[src/sv/audio_mix_limiter_dac_defines.svh]
// ----------------------------------------------------------------------------
// audio mix limiter dac assertion macros
// shared property shorthands, clocked on clk and quiet during rst
// ----------------------------------------------------------------------------
`ifndef AUDIO_MIX_LIMITER_DAC_DEFINES_SVH
`define AUDIO_MIX_LIMITER_DAC_DEFINES_SVH

// same-cycle implication
`define AML_ASSERT_IMP(label, ante, cons, msg) \
  label: assert property (@(posedge clk) disable iff (rst) (ante) |-> (cons)) \
    else $error(msg);

// next-cycle implication
`define AML_ASSERT_NXT(label, ante, cons, msg) \
  label: assert property (@(posedge clk) disable iff (rst) (ante) |=> (cons)) \
    else $error(msg);

`endif

[src/sv/aml_pkg.sv]
// ----------------------------------------------------------------------------
// aml_pkg
// widths, limiter constants and shared types of the mix limiter
// ----------------------------------------------------------------------------
package aml_pkg;

  localparam int VOLUME_LEVEL_BITS = 2;
  localparam int DAC_MIDSCALE      = 2048;

  localparam int SAMPLE_W = 16;
  localparam int ACC_W    = 24;
  localparam int FACTOR_W = 5;
  localparam int GAIN_W   = 20;
  localparam int SHIFT_W  = 4;
  localparam int DAC_W    = 16;
  localparam int FRAC_W   = 16;

  localparam int CFG_INDEX_W = 1;
  localparam int CFG_DATA_W  = GAIN_W;

  typedef enum logic [CFG_INDEX_W-1:0] {
    REG_START_GAIN  = 1'b0,
    REG_EXTRA_SHIFT = 1'b1
  } cfg_reg_t;

  // sample * factor and the raw sum
  localparam int PROD_FULL_W = SAMPLE_W + FACTOR_W + 1;
  localparam int PROD_W      = SAMPLE_W + FACTOR_W;
  localparam int RAW_W       = ACC_W + 1;

  // limiter thresholds
  localparam int TOP     = 32767 * (1 << VOLUME_LEVEL_BITS);
  localparam int BOT_MAG = 32768 * (1 << VOLUME_LEVEL_BITS);
  localparam logic signed [RAW_W-1:0] RAW_TOP = RAW_W'(TOP);
  localparam logic signed [RAW_W-1:0] RAW_BOT = RAW_W'(-BOT_MAG);

  // divider: numerator high part, divisor 2*|raw|, quotient below 0.5 in q4.16
  localparam int NUM_W     = $clog2(BOT_MAG + 1);
  localparam int DEN_W     = RAW_W;
  localparam int QUO_W     = FRAC_W;
  localparam int DIV_CNT_W = $clog2(QUO_W);

  localparam logic [GAIN_W-1:0] GAIN_ONE  = GAIN_W'(65536);
  localparam logic [GAIN_W-1:0] GAIN_STEP = GAIN_W'(102);
  localparam logic [GAIN_W-1:0] CLIP_GAIN_LIMIT = GAIN_W'((1 << (QUO_W - 1)) + 102);

  // gain multiply and the sum ahead of saturation
  localparam int MPY_W = PROD_W + GAIN_W + 1;
  localparam int SUM_W = MPY_W - FRAC_W + 1;
  localparam logic signed [SUM_W-1:0] MIX_MAX = SUM_W'((1 << (ACC_W - 1)) - 1);
  localparam logic signed [SUM_W-1:0] MIX_MIN = SUM_W'(-(1 << (ACC_W - 1)));

  localparam int DAC_BASE_SHIFT = 4;
  localparam int SHAMT_W        = SHIFT_W + 1;

  typedef struct packed {
    logic             start;
    logic [NUM_W-1:0] num;
    logic [DEN_W-1:0] den;
  } aml_div_req_t;

  typedef struct packed {
    logic             busy;
    logic             done;
    logic [QUO_W-1:0] quo;
  } aml_div_rsp_t;

endpackage

[src/sv/aml_item_if.sv]
// ----------------------------------------------------------------------------
// aml_item_if
// input channel: one sample word with its slot value and mix factor
// ----------------------------------------------------------------------------
interface aml_item_if;
  import aml_pkg::*;

  logic                       valid;
  logic                       ready;
  logic signed [SAMPLE_W-1:0] sample;
  logic signed [ACC_W-1:0]    accumulator;
  logic [FACTOR_W-1:0]        mix_factor;
  logic                       last_in_block;

  modport source (output valid, sample, accumulator, mix_factor, last_in_block,
                  input ready);
  modport sink (input valid, sample, accumulator, mix_factor, last_in_block,
                output ready);
endinterface

[src/sv/aml_result_if.sv]
// ----------------------------------------------------------------------------
// aml_result_if
// output channel: mixed slot value, dac code and flags
// ----------------------------------------------------------------------------
interface aml_result_if;
  import aml_pkg::*;

  logic                    valid;
  logic                    ready;
  logic signed [ACC_W-1:0] mixed;
  logic [DAC_W-1:0]        dac_code;
  logic                    clipped;
  logic                    block_end;

  modport source (output valid, mixed, dac_code, clipped, block_end, input ready);
  modport sink (input valid, mixed, dac_code, clipped, block_end, output ready);
endinterface

[src/sv/audio_mix_limiter_dac.sv]
// ----------------------------------------------------------------------------
// audio_mix_limiter_dac
// mixes a sample into a buffer slot through an adaptive limiter gain
// ----------------------------------------------------------------------------
// One word in, one word out. Each word is handled on its own: item.ready is
// high only while the sequencer is idle, and the result sits in an output
// register so the next word can come in while it waits to be taken. A word
// that stays inside the limits goes straight from the check to the gain step;
// a word that clips first runs the 16-step restoring divider to work out the
// new gain (top or |bottom| over 2*|raw|, in q4.16). The divider is the loop
// that sets the rate; the rest is the gain recovery step, one multiplier pass
// and the sum, saturate and output register steps. The gain carries from word
// to word, recovers by 102/65536 per word while below 1.0, is loaded with 1.0
// on reset and is loaded from start_gain on every write of that register.
`include "audio_mix_limiter_dac_defines.svh"

module audio_mix_limiter_dac (
  input  logic                            clk,
  input  logic                            rst,
  aml_item_if.sink                        item,
  aml_result_if.source                    result,
  input  logic                            cfg_we,
  input  logic [aml_pkg::CFG_INDEX_W-1:0] cfg_index,
  input  logic [aml_pkg::CFG_DATA_W-1:0]  cfg_data
);
  import aml_pkg::*;

  typedef enum logic [2:0] {
    S_IDLE,   // waiting for a word
    S_CHECK,  // compare raw sum to the limits, kick the divider on a clip
    S_DIV,    // divider running
    S_GAIN,   // gain recovery step
    S_MUL,    // product * gain
    S_SUM,    // add slot value, floor of the scaled product
    S_SAT,    // round toward zero and saturate
    S_OUT     // load the output register
  } state_t;

  state_t state;

  // configuration and running gain
  logic [GAIN_W-1:0]  gain;
  logic [SHIFT_W-1:0] extra_shift;

  // per-word working registers
  logic signed [ACC_W-1:0]  acc_r;
  logic signed [PROD_W-1:0] prod_r;
  logic signed [RAW_W-1:0]  raw_r;
  logic                     clip_r;
  logic                     last_r;
  logic signed [MPY_W-1:0]  mpy_r;
  logic signed [SUM_W-1:0]  flr_r;
  logic                     frac_nz_r;
  logic signed [ACC_W-1:0]  mixed_r;

  // output register
  logic                    res_valid;
  logic signed [ACC_W-1:0] res_mixed;
  logic [DAC_W-1:0]        res_dac;
  logic                    res_clip;
  logic                    res_end;

  // combinational helpers
  logic signed [PROD_FULL_W-1:0] prod_full;
  logic signed [PROD_W-1:0]      prod_next;
  logic signed [RAW_W-1:0]       raw_next;
  logic signed [RAW_W-1:0]       raw_mag;
  logic                          over_top;
  logic                          under_bot;
  logic signed [SUM_W-1:0]       flr_next;
  logic signed [SUM_W-1:0]       trunc_v;
  logic signed [ACC_W-1:0]       sat_v;
  logic [SHAMT_W-1:0]            shamt;
  logic signed [ACC_W-1:0]       dac_shifted;
  logic [DAC_W-1:0]              dac_next;
  logic                          out_free;

  aml_div_req_t div_req;
  aml_div_rsp_t div_rsp;

  // sample * factor, then raw sum against the slot value
  assign prod_full = $signed(item.sample) * $signed({1'b0, item.mix_factor});
  assign prod_next = prod_full[PROD_W-1:0];
  assign raw_next  = RAW_W'(item.accumulator) + RAW_W'(prod_next);

  assign over_top  = raw_r > RAW_TOP;
  assign under_bot = raw_r < RAW_BOT;
  assign raw_mag   = raw_r[RAW_W-1] ? -raw_r : raw_r;

  // divider gets top or |bottom| over 2*|raw|
  assign div_req.start = (state == S_CHECK) && (over_top || under_bot);
  assign div_req.num   = raw_r[RAW_W-1] ? NUM_W'(BOT_MAG) : NUM_W'(TOP);
  assign div_req.den   = {raw_mag[RAW_W-2:0], 1'b0};

  aml_div u_div (
    .clk (clk),
    .rst (rst),
    .req (div_req),
    .rsp (div_rsp)
  );

  // floor of (acc*65536 + mpy) / 65536; low product bits decide the round
  assign flr_next = SUM_W'(acc_r) + SUM_W'($signed(mpy_r[MPY_W-1:FRAC_W]));
  assign trunc_v  = flr_r + SUM_W'(flr_r[SUM_W-1] && frac_nz_r);

  always_comb begin
    if (trunc_v > MIX_MAX) begin
      sat_v = {1'b0, {(ACC_W-1){1'b1}}};
    end else if (trunc_v < MIX_MIN) begin
      sat_v = {1'b1, {(ACC_W-1){1'b0}}};
    end else begin
      sat_v = trunc_v[ACC_W-1:0];
    end
  end

  // dac code: arithmetic shift plus midscale, low bits only
  assign shamt       = SHAMT_W'(DAC_BASE_SHIFT) + SHAMT_W'(extra_shift);
  assign dac_shifted = mixed_r >>> shamt;
  assign dac_next    = DAC_W'(dac_shifted) + DAC_W'(DAC_MIDSCALE);

  assign out_free = !res_valid || result.ready;

  always_ff @(posedge clk) begin
    if (rst) begin
      state       <= S_IDLE;
      gain        <= GAIN_ONE;
      extra_shift <= '0;
      res_valid   <= 1'b0;
    end else begin
      // a word taken while the next one loads leaves valid set by S_OUT
      if (res_valid && result.ready && (state != S_OUT)) begin
        res_valid <= 1'b0;
      end

      unique case (state)
        S_IDLE: begin
          if (item.valid) begin
            acc_r  <= item.accumulator;
            prod_r <= prod_next;
            raw_r  <= raw_next;
            last_r <= item.last_in_block;
            state  <= S_CHECK;
          end
        end
        S_CHECK: begin
          clip_r <= over_top || under_bot;
          state  <= (over_top || under_bot) ? S_DIV : S_GAIN;
        end
        S_DIV: begin
          if (div_rsp.done) begin
            gain  <= GAIN_W'(div_rsp.quo);
            state <= S_GAIN;
          end
        end
        S_GAIN: begin
          if (gain < GAIN_ONE) begin
            gain <= gain + GAIN_STEP;
          end
          state <= S_MUL;
        end
        S_MUL: begin
          mpy_r <= prod_r * $signed({1'b0, gain});
          state <= S_SUM;
        end
        S_SUM: begin
          flr_r     <= flr_next;
          frac_nz_r <= |mpy_r[FRAC_W-1:0];
          state     <= S_SAT;
        end
        S_SAT: begin
          mixed_r <= sat_v;
          state   <= S_OUT;
        end
        S_OUT: begin
          if (out_free) begin
            res_mixed <= mixed_r;
            res_dac   <= dac_next;
            res_clip  <= clip_r;
            res_end   <= last_r;
            res_valid <= 1'b1;
            state     <= S_IDLE;
          end
        end
        default: state <= S_IDLE;
      endcase

      // register writes; a start_gain write reloads the running gain
      if (cfg_we) begin
        unique case (cfg_index)
          REG_START_GAIN:  gain        <= cfg_data[GAIN_W-1:0];
          REG_EXTRA_SHIFT: extra_shift <= cfg_data[SHIFT_W-1:0];
          default:         gain        <= gain;
        endcase
      end
    end
  end

  assign item.ready       = (state == S_IDLE);
  assign result.valid     = res_valid;
  assign result.mixed     = res_mixed;
  assign result.dac_code  = res_dac;
  assign result.clipped   = res_clip;
  assign result.block_end = res_end;

  // divider only finishes while the sequencer waits on it
  `AML_ASSERT_IMP(a_div_done_in_div, div_rsp.done, state == S_DIV,
    "divider finished outside the divide step")

  // a clip gain is below one half, plus at most one recovery step
  `AML_ASSERT_IMP(a_clip_gain_low,
    (state == S_MUL) && clip_r && !$past(cfg_we) && !$past(cfg_we, 2),
    gain < CLIP_GAIN_LIMIT, "clip gain out of range")

  // writing start_gain loads the running gain
  `AML_ASSERT_NXT(a_start_gain_load, cfg_we && (cfg_index == REG_START_GAIN),
    gain == $past(cfg_data), "start_gain write did not load gain")

endmodule

[src/sv/aml_div.sv]
// ----------------------------------------------------------------------------
// aml_div
// restoring divider, one quotient bit per cycle over a shared subtractor
// ----------------------------------------------------------------------------
module aml_div (
  input  logic                  clk,
  input  logic                  rst,
  input  aml_pkg::aml_div_req_t req,
  output aml_pkg::aml_div_rsp_t rsp
);
  import aml_pkg::*;

  logic                 busy;
  logic                 done;
  logic [DIV_CNT_W-1:0] cnt;
  logic [DEN_W-1:0]     rem;
  logic [DEN_W-1:0]     den_r;
  logic [QUO_W-1:0]     quo;

  logic [DEN_W:0] rem_sh;
  logic [DEN_W:0] diff;
  logic           take;

  // remainder stays below the divisor, so the shifted value fits one extra bit
  assign rem_sh = {rem, 1'b0};
  assign diff   = rem_sh - {1'b0, den_r};
  assign take   = !diff[DEN_W];

  always_ff @(posedge clk) begin
    if (rst) begin
      busy <= 1'b0;
      done <= 1'b0;
      cnt  <= '0;
    end else begin
      done <= 1'b0;
      if (req.start) begin
        busy <= 1'b1;
        cnt  <= '0;
      end else if (busy) begin
        cnt <= cnt + DIV_CNT_W'(1);
        if (cnt == DIV_CNT_W'(QUO_W - 1)) begin
          busy <= 1'b0;
          done <= 1'b1;
        end
      end
    end
  end

  // the low numerator bits are all zero, so only zeros shift in
  always_ff @(posedge clk) begin
    if (req.start) begin
      rem   <= DEN_W'(req.num);
      den_r <= req.den;
      quo   <= '0;
    end else if (busy) begin
      rem <= take ? diff[DEN_W-1:0] : rem_sh[DEN_W-1:0];
      quo <= {quo[QUO_W-2:0], take};
    end
  end

  assign rsp = '{busy: busy, done: done, quo: quo};

endmodule

[src/flat_wrapper.sv]
// flat-port wrapper written by rule: the top's interface ports become plain ports
module audio_mix_limiter_dac_flat import aml_pkg::*;
  (clk, rst, cfg_we, cfg_index, cfg_data, item_valid, item_sample, item_accumulator, item_mix_factor, item_last_in_block, item_ready, result_valid, result_mixed, result_dac_code, result_clipped, result_block_end, result_ready);
  aml_item_if item_i ();
  aml_result_if result_i ();
  input  logic clk;
  input  logic rst;
  input  logic cfg_we;
  input  logic [aml_pkg::CFG_INDEX_W-1:0] cfg_index;
  input  logic [aml_pkg::CFG_DATA_W-1:0] cfg_data;
  input wire logic [$bits(item_i.valid)-1:0] item_valid;
  input wire logic [$bits(item_i.sample)-1:0] item_sample;
  input wire logic [$bits(item_i.accumulator)-1:0] item_accumulator;
  input wire logic [$bits(item_i.mix_factor)-1:0] item_mix_factor;
  input wire logic [$bits(item_i.last_in_block)-1:0] item_last_in_block;
  output wire logic [$bits(item_i.ready)-1:0] item_ready;
  output wire logic [$bits(result_i.valid)-1:0] result_valid;
  output wire logic [$bits(result_i.mixed)-1:0] result_mixed;
  output wire logic [$bits(result_i.dac_code)-1:0] result_dac_code;
  output wire logic [$bits(result_i.clipped)-1:0] result_clipped;
  output wire logic [$bits(result_i.block_end)-1:0] result_block_end;
  input wire logic [$bits(result_i.ready)-1:0] result_ready;
  assign item_i.valid = item_valid;
  assign item_i.sample = item_sample;
  assign item_i.accumulator = item_accumulator;
  assign item_i.mix_factor = item_mix_factor;
  assign item_i.last_in_block = item_last_in_block;
  assign item_ready = item_i.ready;
  assign result_valid = result_i.valid;
  assign result_mixed = result_i.mixed;
  assign result_dac_code = result_i.dac_code;
  assign result_clipped = result_i.clipped;
  assign result_block_end = result_i.block_end;
  assign result_i.ready = result_ready;
  audio_mix_limiter_dac u_core (.clk(clk), .rst(rst), .item(item_i), .result(result_i), .cfg_we(cfg_we), .cfg_index(cfg_index), .cfg_data(cfg_data));
endmodule
[config.mk]
export PLATFORM = sky130hd
export DESIGN_NAME = audio_mix_limiter_dac_flat
export DESIGN_NICKNAME = d
export VERILOG_FILES = /design/src/sv/aml_pkg.sv /design/src/sv/aml_item_if.sv /design/src/sv/aml_result_if.sv /design/src/sv/audio_mix_limiter_dac.sv /design/src/sv/aml_div.sv /design/src/flat_wrapper.sv
export VERILOG_INCLUDE_DIRS = /design/src /design/src/sv
export SDC_FILE = /design/constraint.sdc
export NUM_CORES = 2
export LEC_CHECK = 0
export BUFFER_PORTS_ARGS = -buffer_cell sky130_fd_sc_hd__buf_2
export CELL_PAD_IN_SITES_DETAIL_PLACEMENT = 2
export CELL_PAD_IN_SITES_GLOBAL_PLACEMENT = 2
export CORE_MARGIN = 8
export CORE_UTILIZATION = 40
export DETAILED_ROUTE_END_ITERATION = 7
export PLACE_DENSITY_LB_ADDON = 0.25
export SETUP_SLACK_MARGIN = 0.5
export SLEW_MARGIN = 10
export SYNTH_ARGS = -nofsm -noshare
export SYNTH_HDL_FRONTEND = slang
export SYNTH_HIERARCHICAL = 1
export SYNTH_SLANG_ARGS = --single-unit
[constraint.sdc]
create_clock -name clk -period 8.4 [get_ports clk]
set_clock_uncertainty 0.15 [all_clocks]
set_input_delay 0.84 -clock clk [delete_from_list [all_inputs] [get_ports clk]]
set_output_delay 0.84 -clock clk [all_outputs]
set_load 0.1 [all_outputs]
==> results.cfg <==
[floorplan]
pin_count = 116
initial_core_util = 0.4018
die_w_um = 313.3
core_area_um2 = 87970
dieArea_um2 = 98140
die_y_um = 313.3
num_rows = 109

[clock_network]
clk_path_buf_depth = 3
cts-root-buf = clkbuf_16
cts-hold-fix-buffers = 0
clock_sinks = 308
cts_tree = yes
cts_buffers = 37
clk_latency_ns = 0.57
h-tree-depth = 2
clk_pin_slew_ns = 0.07

[grt]
overflow = 0
grt_usage = 0.2335
grt_pass1_wl_um = 181200
grt_pass1_vias = 30620
grt_max_degree = 60
antenna_found_initial = 1

[finish]
fillerInstances = 9332
final_nets = 4501
multi_input_area_um2 = 23920
final_common_cell = inv_1
final_cell_mix = inv_1, fa_1, nand2_1
syn_to_final_growth_pct = 9.788
fin_area_um2 = 38810
layout-drive-gt1-share = 0.09096
register_area_um2 = 8691

[power]
net-switching-power_mw = 8.930
p_comb_frac = 0.755
internal_power_mw = 8.810
finalPower_mw = 17.74
worst_ir_drop_vdd_mv = 0.5665
p_leak_nw = 17.38
clockPowerShare = 0.095
switching_share = 0.5034
p_per_area_nw_per_um2 = 457.2
p_seq_frac = 0.150

[route]
via_per_inst = 5.379
drt_iter0_markers = 1050
postRouteAntennaNets = 0
drcViolationCount = 0
dr.pass1.iters = 4
wire_per_inst_um = 23.56
vias = 26380
totalWireLength_um = 115500

[timing]
max_freq_mhz = 129.1
post-route-period-util = 0.9219
slew-limit-headroom = 0.2176
fin_crit_ns = 7.744
rsz0062_at_grt = true
tightest_slew_ns = 1.166
finalHoldViolCount = 0
drv_slew = 0
fin_tns_setup_ns = 0
setup_viol = 0

[yosys]
synth_area_per_cell_um2 = 9.770
syn_inst = 3618
synthesis.area_um2 = 35350
yosys_warnings = 6

[critical_path]
endpoint_kind = flip-flop
cp.required_ns = 8.55
startpoint_type = flip-flop
cp.arrival_ns = 7.90
critical_path_class = reg -> reg
crit_path_max_fanout = 11

[hold_path]
hold_path.class = reg -> reg

[placed_design]
dp_hpwl_um = 93150
dpl_cell_area_um2 = 37330
gp_congestion = 0.8177
numPortBuffers = 115

[outcome]
outcome = complete, no violations

[job]
drv_cap = 0
==> layer usage <==
metal | global-route usage | vias up | wire (um)
li1 | - | 12020 | -
met1 | 0.2878 | 13820 | 48620
met2 | 0.4283 | 389 | 60150
met3 | 0.02470 | 154 | 3160
met4 | 0.06930 | 0 | 3616
met5 | 0 | - | 0
==> registers in the layout, summed over array words and instances, names as in the netlist, 3 cells and up <==
name / flops
u_core/state: 3
u_core/u_div/cnt: 4
u_core/u_div/den_r: 25
u_core/gain: 20
u_core/flr_r: 27
u_core/mixed_r: 24
u_core/raw_r: 25
u_core/u_div/quo: 16
u_core/prod_r: 21
u_core/mpy_r: 42
u_core/u_div/rem: 25
u_core/acc_r: 24
u_core/result.mixed: 24
u_core/result.dac_code: 16
u_core/extra_shift: 4
==> layout make-up <==
| cell class | instances | area share |
|---|---|---|
| Inverter | 576 | 0.05571 |
| Antenna cell | 2 | 0.0001290 |
| Tap cell | 1165 | 0.03756 |
| Multi-Input combinational cell | 2577 | 0.6163 |
| Sequential cell | 308 | 0.2240 |
| Clock inverter | 28 | 0.007351 |
| Timing Repair Buffer | 209 | 0.03427 |
| Clock buffer | 40 | 0.02470 |
==> worst max-delay path, cell delays in order, from the launching register on <==
cell and delay, ns:
edfxtp_1 0.69, buf_6 0.30, and2_1 0.19, fa_1 0.51
inv_1 0.06, fa_1 0.45, fa_1 0.38, inv_1 0.11
fa_1 0.43, fa_1 0.52, fa_1 0.55, inv_1 0.06
fa_1 0.56, inv_1 0.06, ha_1 0.39, o211a_1 0.19
a211oi_1 0.11, nor4b_1 0.34, o41a_1 0.31, o21ai_1 0.16
a41oi_2 0.28, nand4_1 0.21, a311oi_1 0.33, xor2_1 0.12
==> stage by stage <==
stage / setup WS, ns / instances / hold slack (ns) / utilization
after global routing: 0.3608 / 4903 / 0.2752 / 0.4411
final: 0.6560 / 4905 / 0.2841 / 0.4411
after floorplan: 1.306 / 3620 / 0.2503 / -
after detailed placement: 0.3272 / 4813 / 0.2670 / 0.4243
after global placement: 0.6851 / 4813 / 0.2534 / 0.4243
after CTS: 0.5129 / 4883 / 0.2634 / 0.4388
==> power groups by stage <==
stage	sequential (mW)	combinational, mW	clock, mW
finish	2.66	13.4	1.68
floorplan	2.56	9.42	0
global placement	2.71	12.3	0
global route	2.68	14.8	1.78
CTS	2.69	13.4	1.73
detailed placement	2.73	13.2	0
==> timing repair <==
action,CTS,global route
setup endpoints to repair,5,10
buffers inserted,2,20
resized for setup,5,6
cloned,0,0
==> worst paths after layout <==
check,start,to,slack [ns],depth (start not counted)
max,u_core/prod_r[4],u_core/mpy_r[39],0.66,23
min,u_core/clip_r,u_core/result.clipped,0.28,0
max reg2reg,u_core/prod_r[4],u_core/mpy_r[39],0.66,23
min reg2reg,u_core/clip_r,u_core/result.clipped,0.28,0
Power figures use the tool's default switching activity.
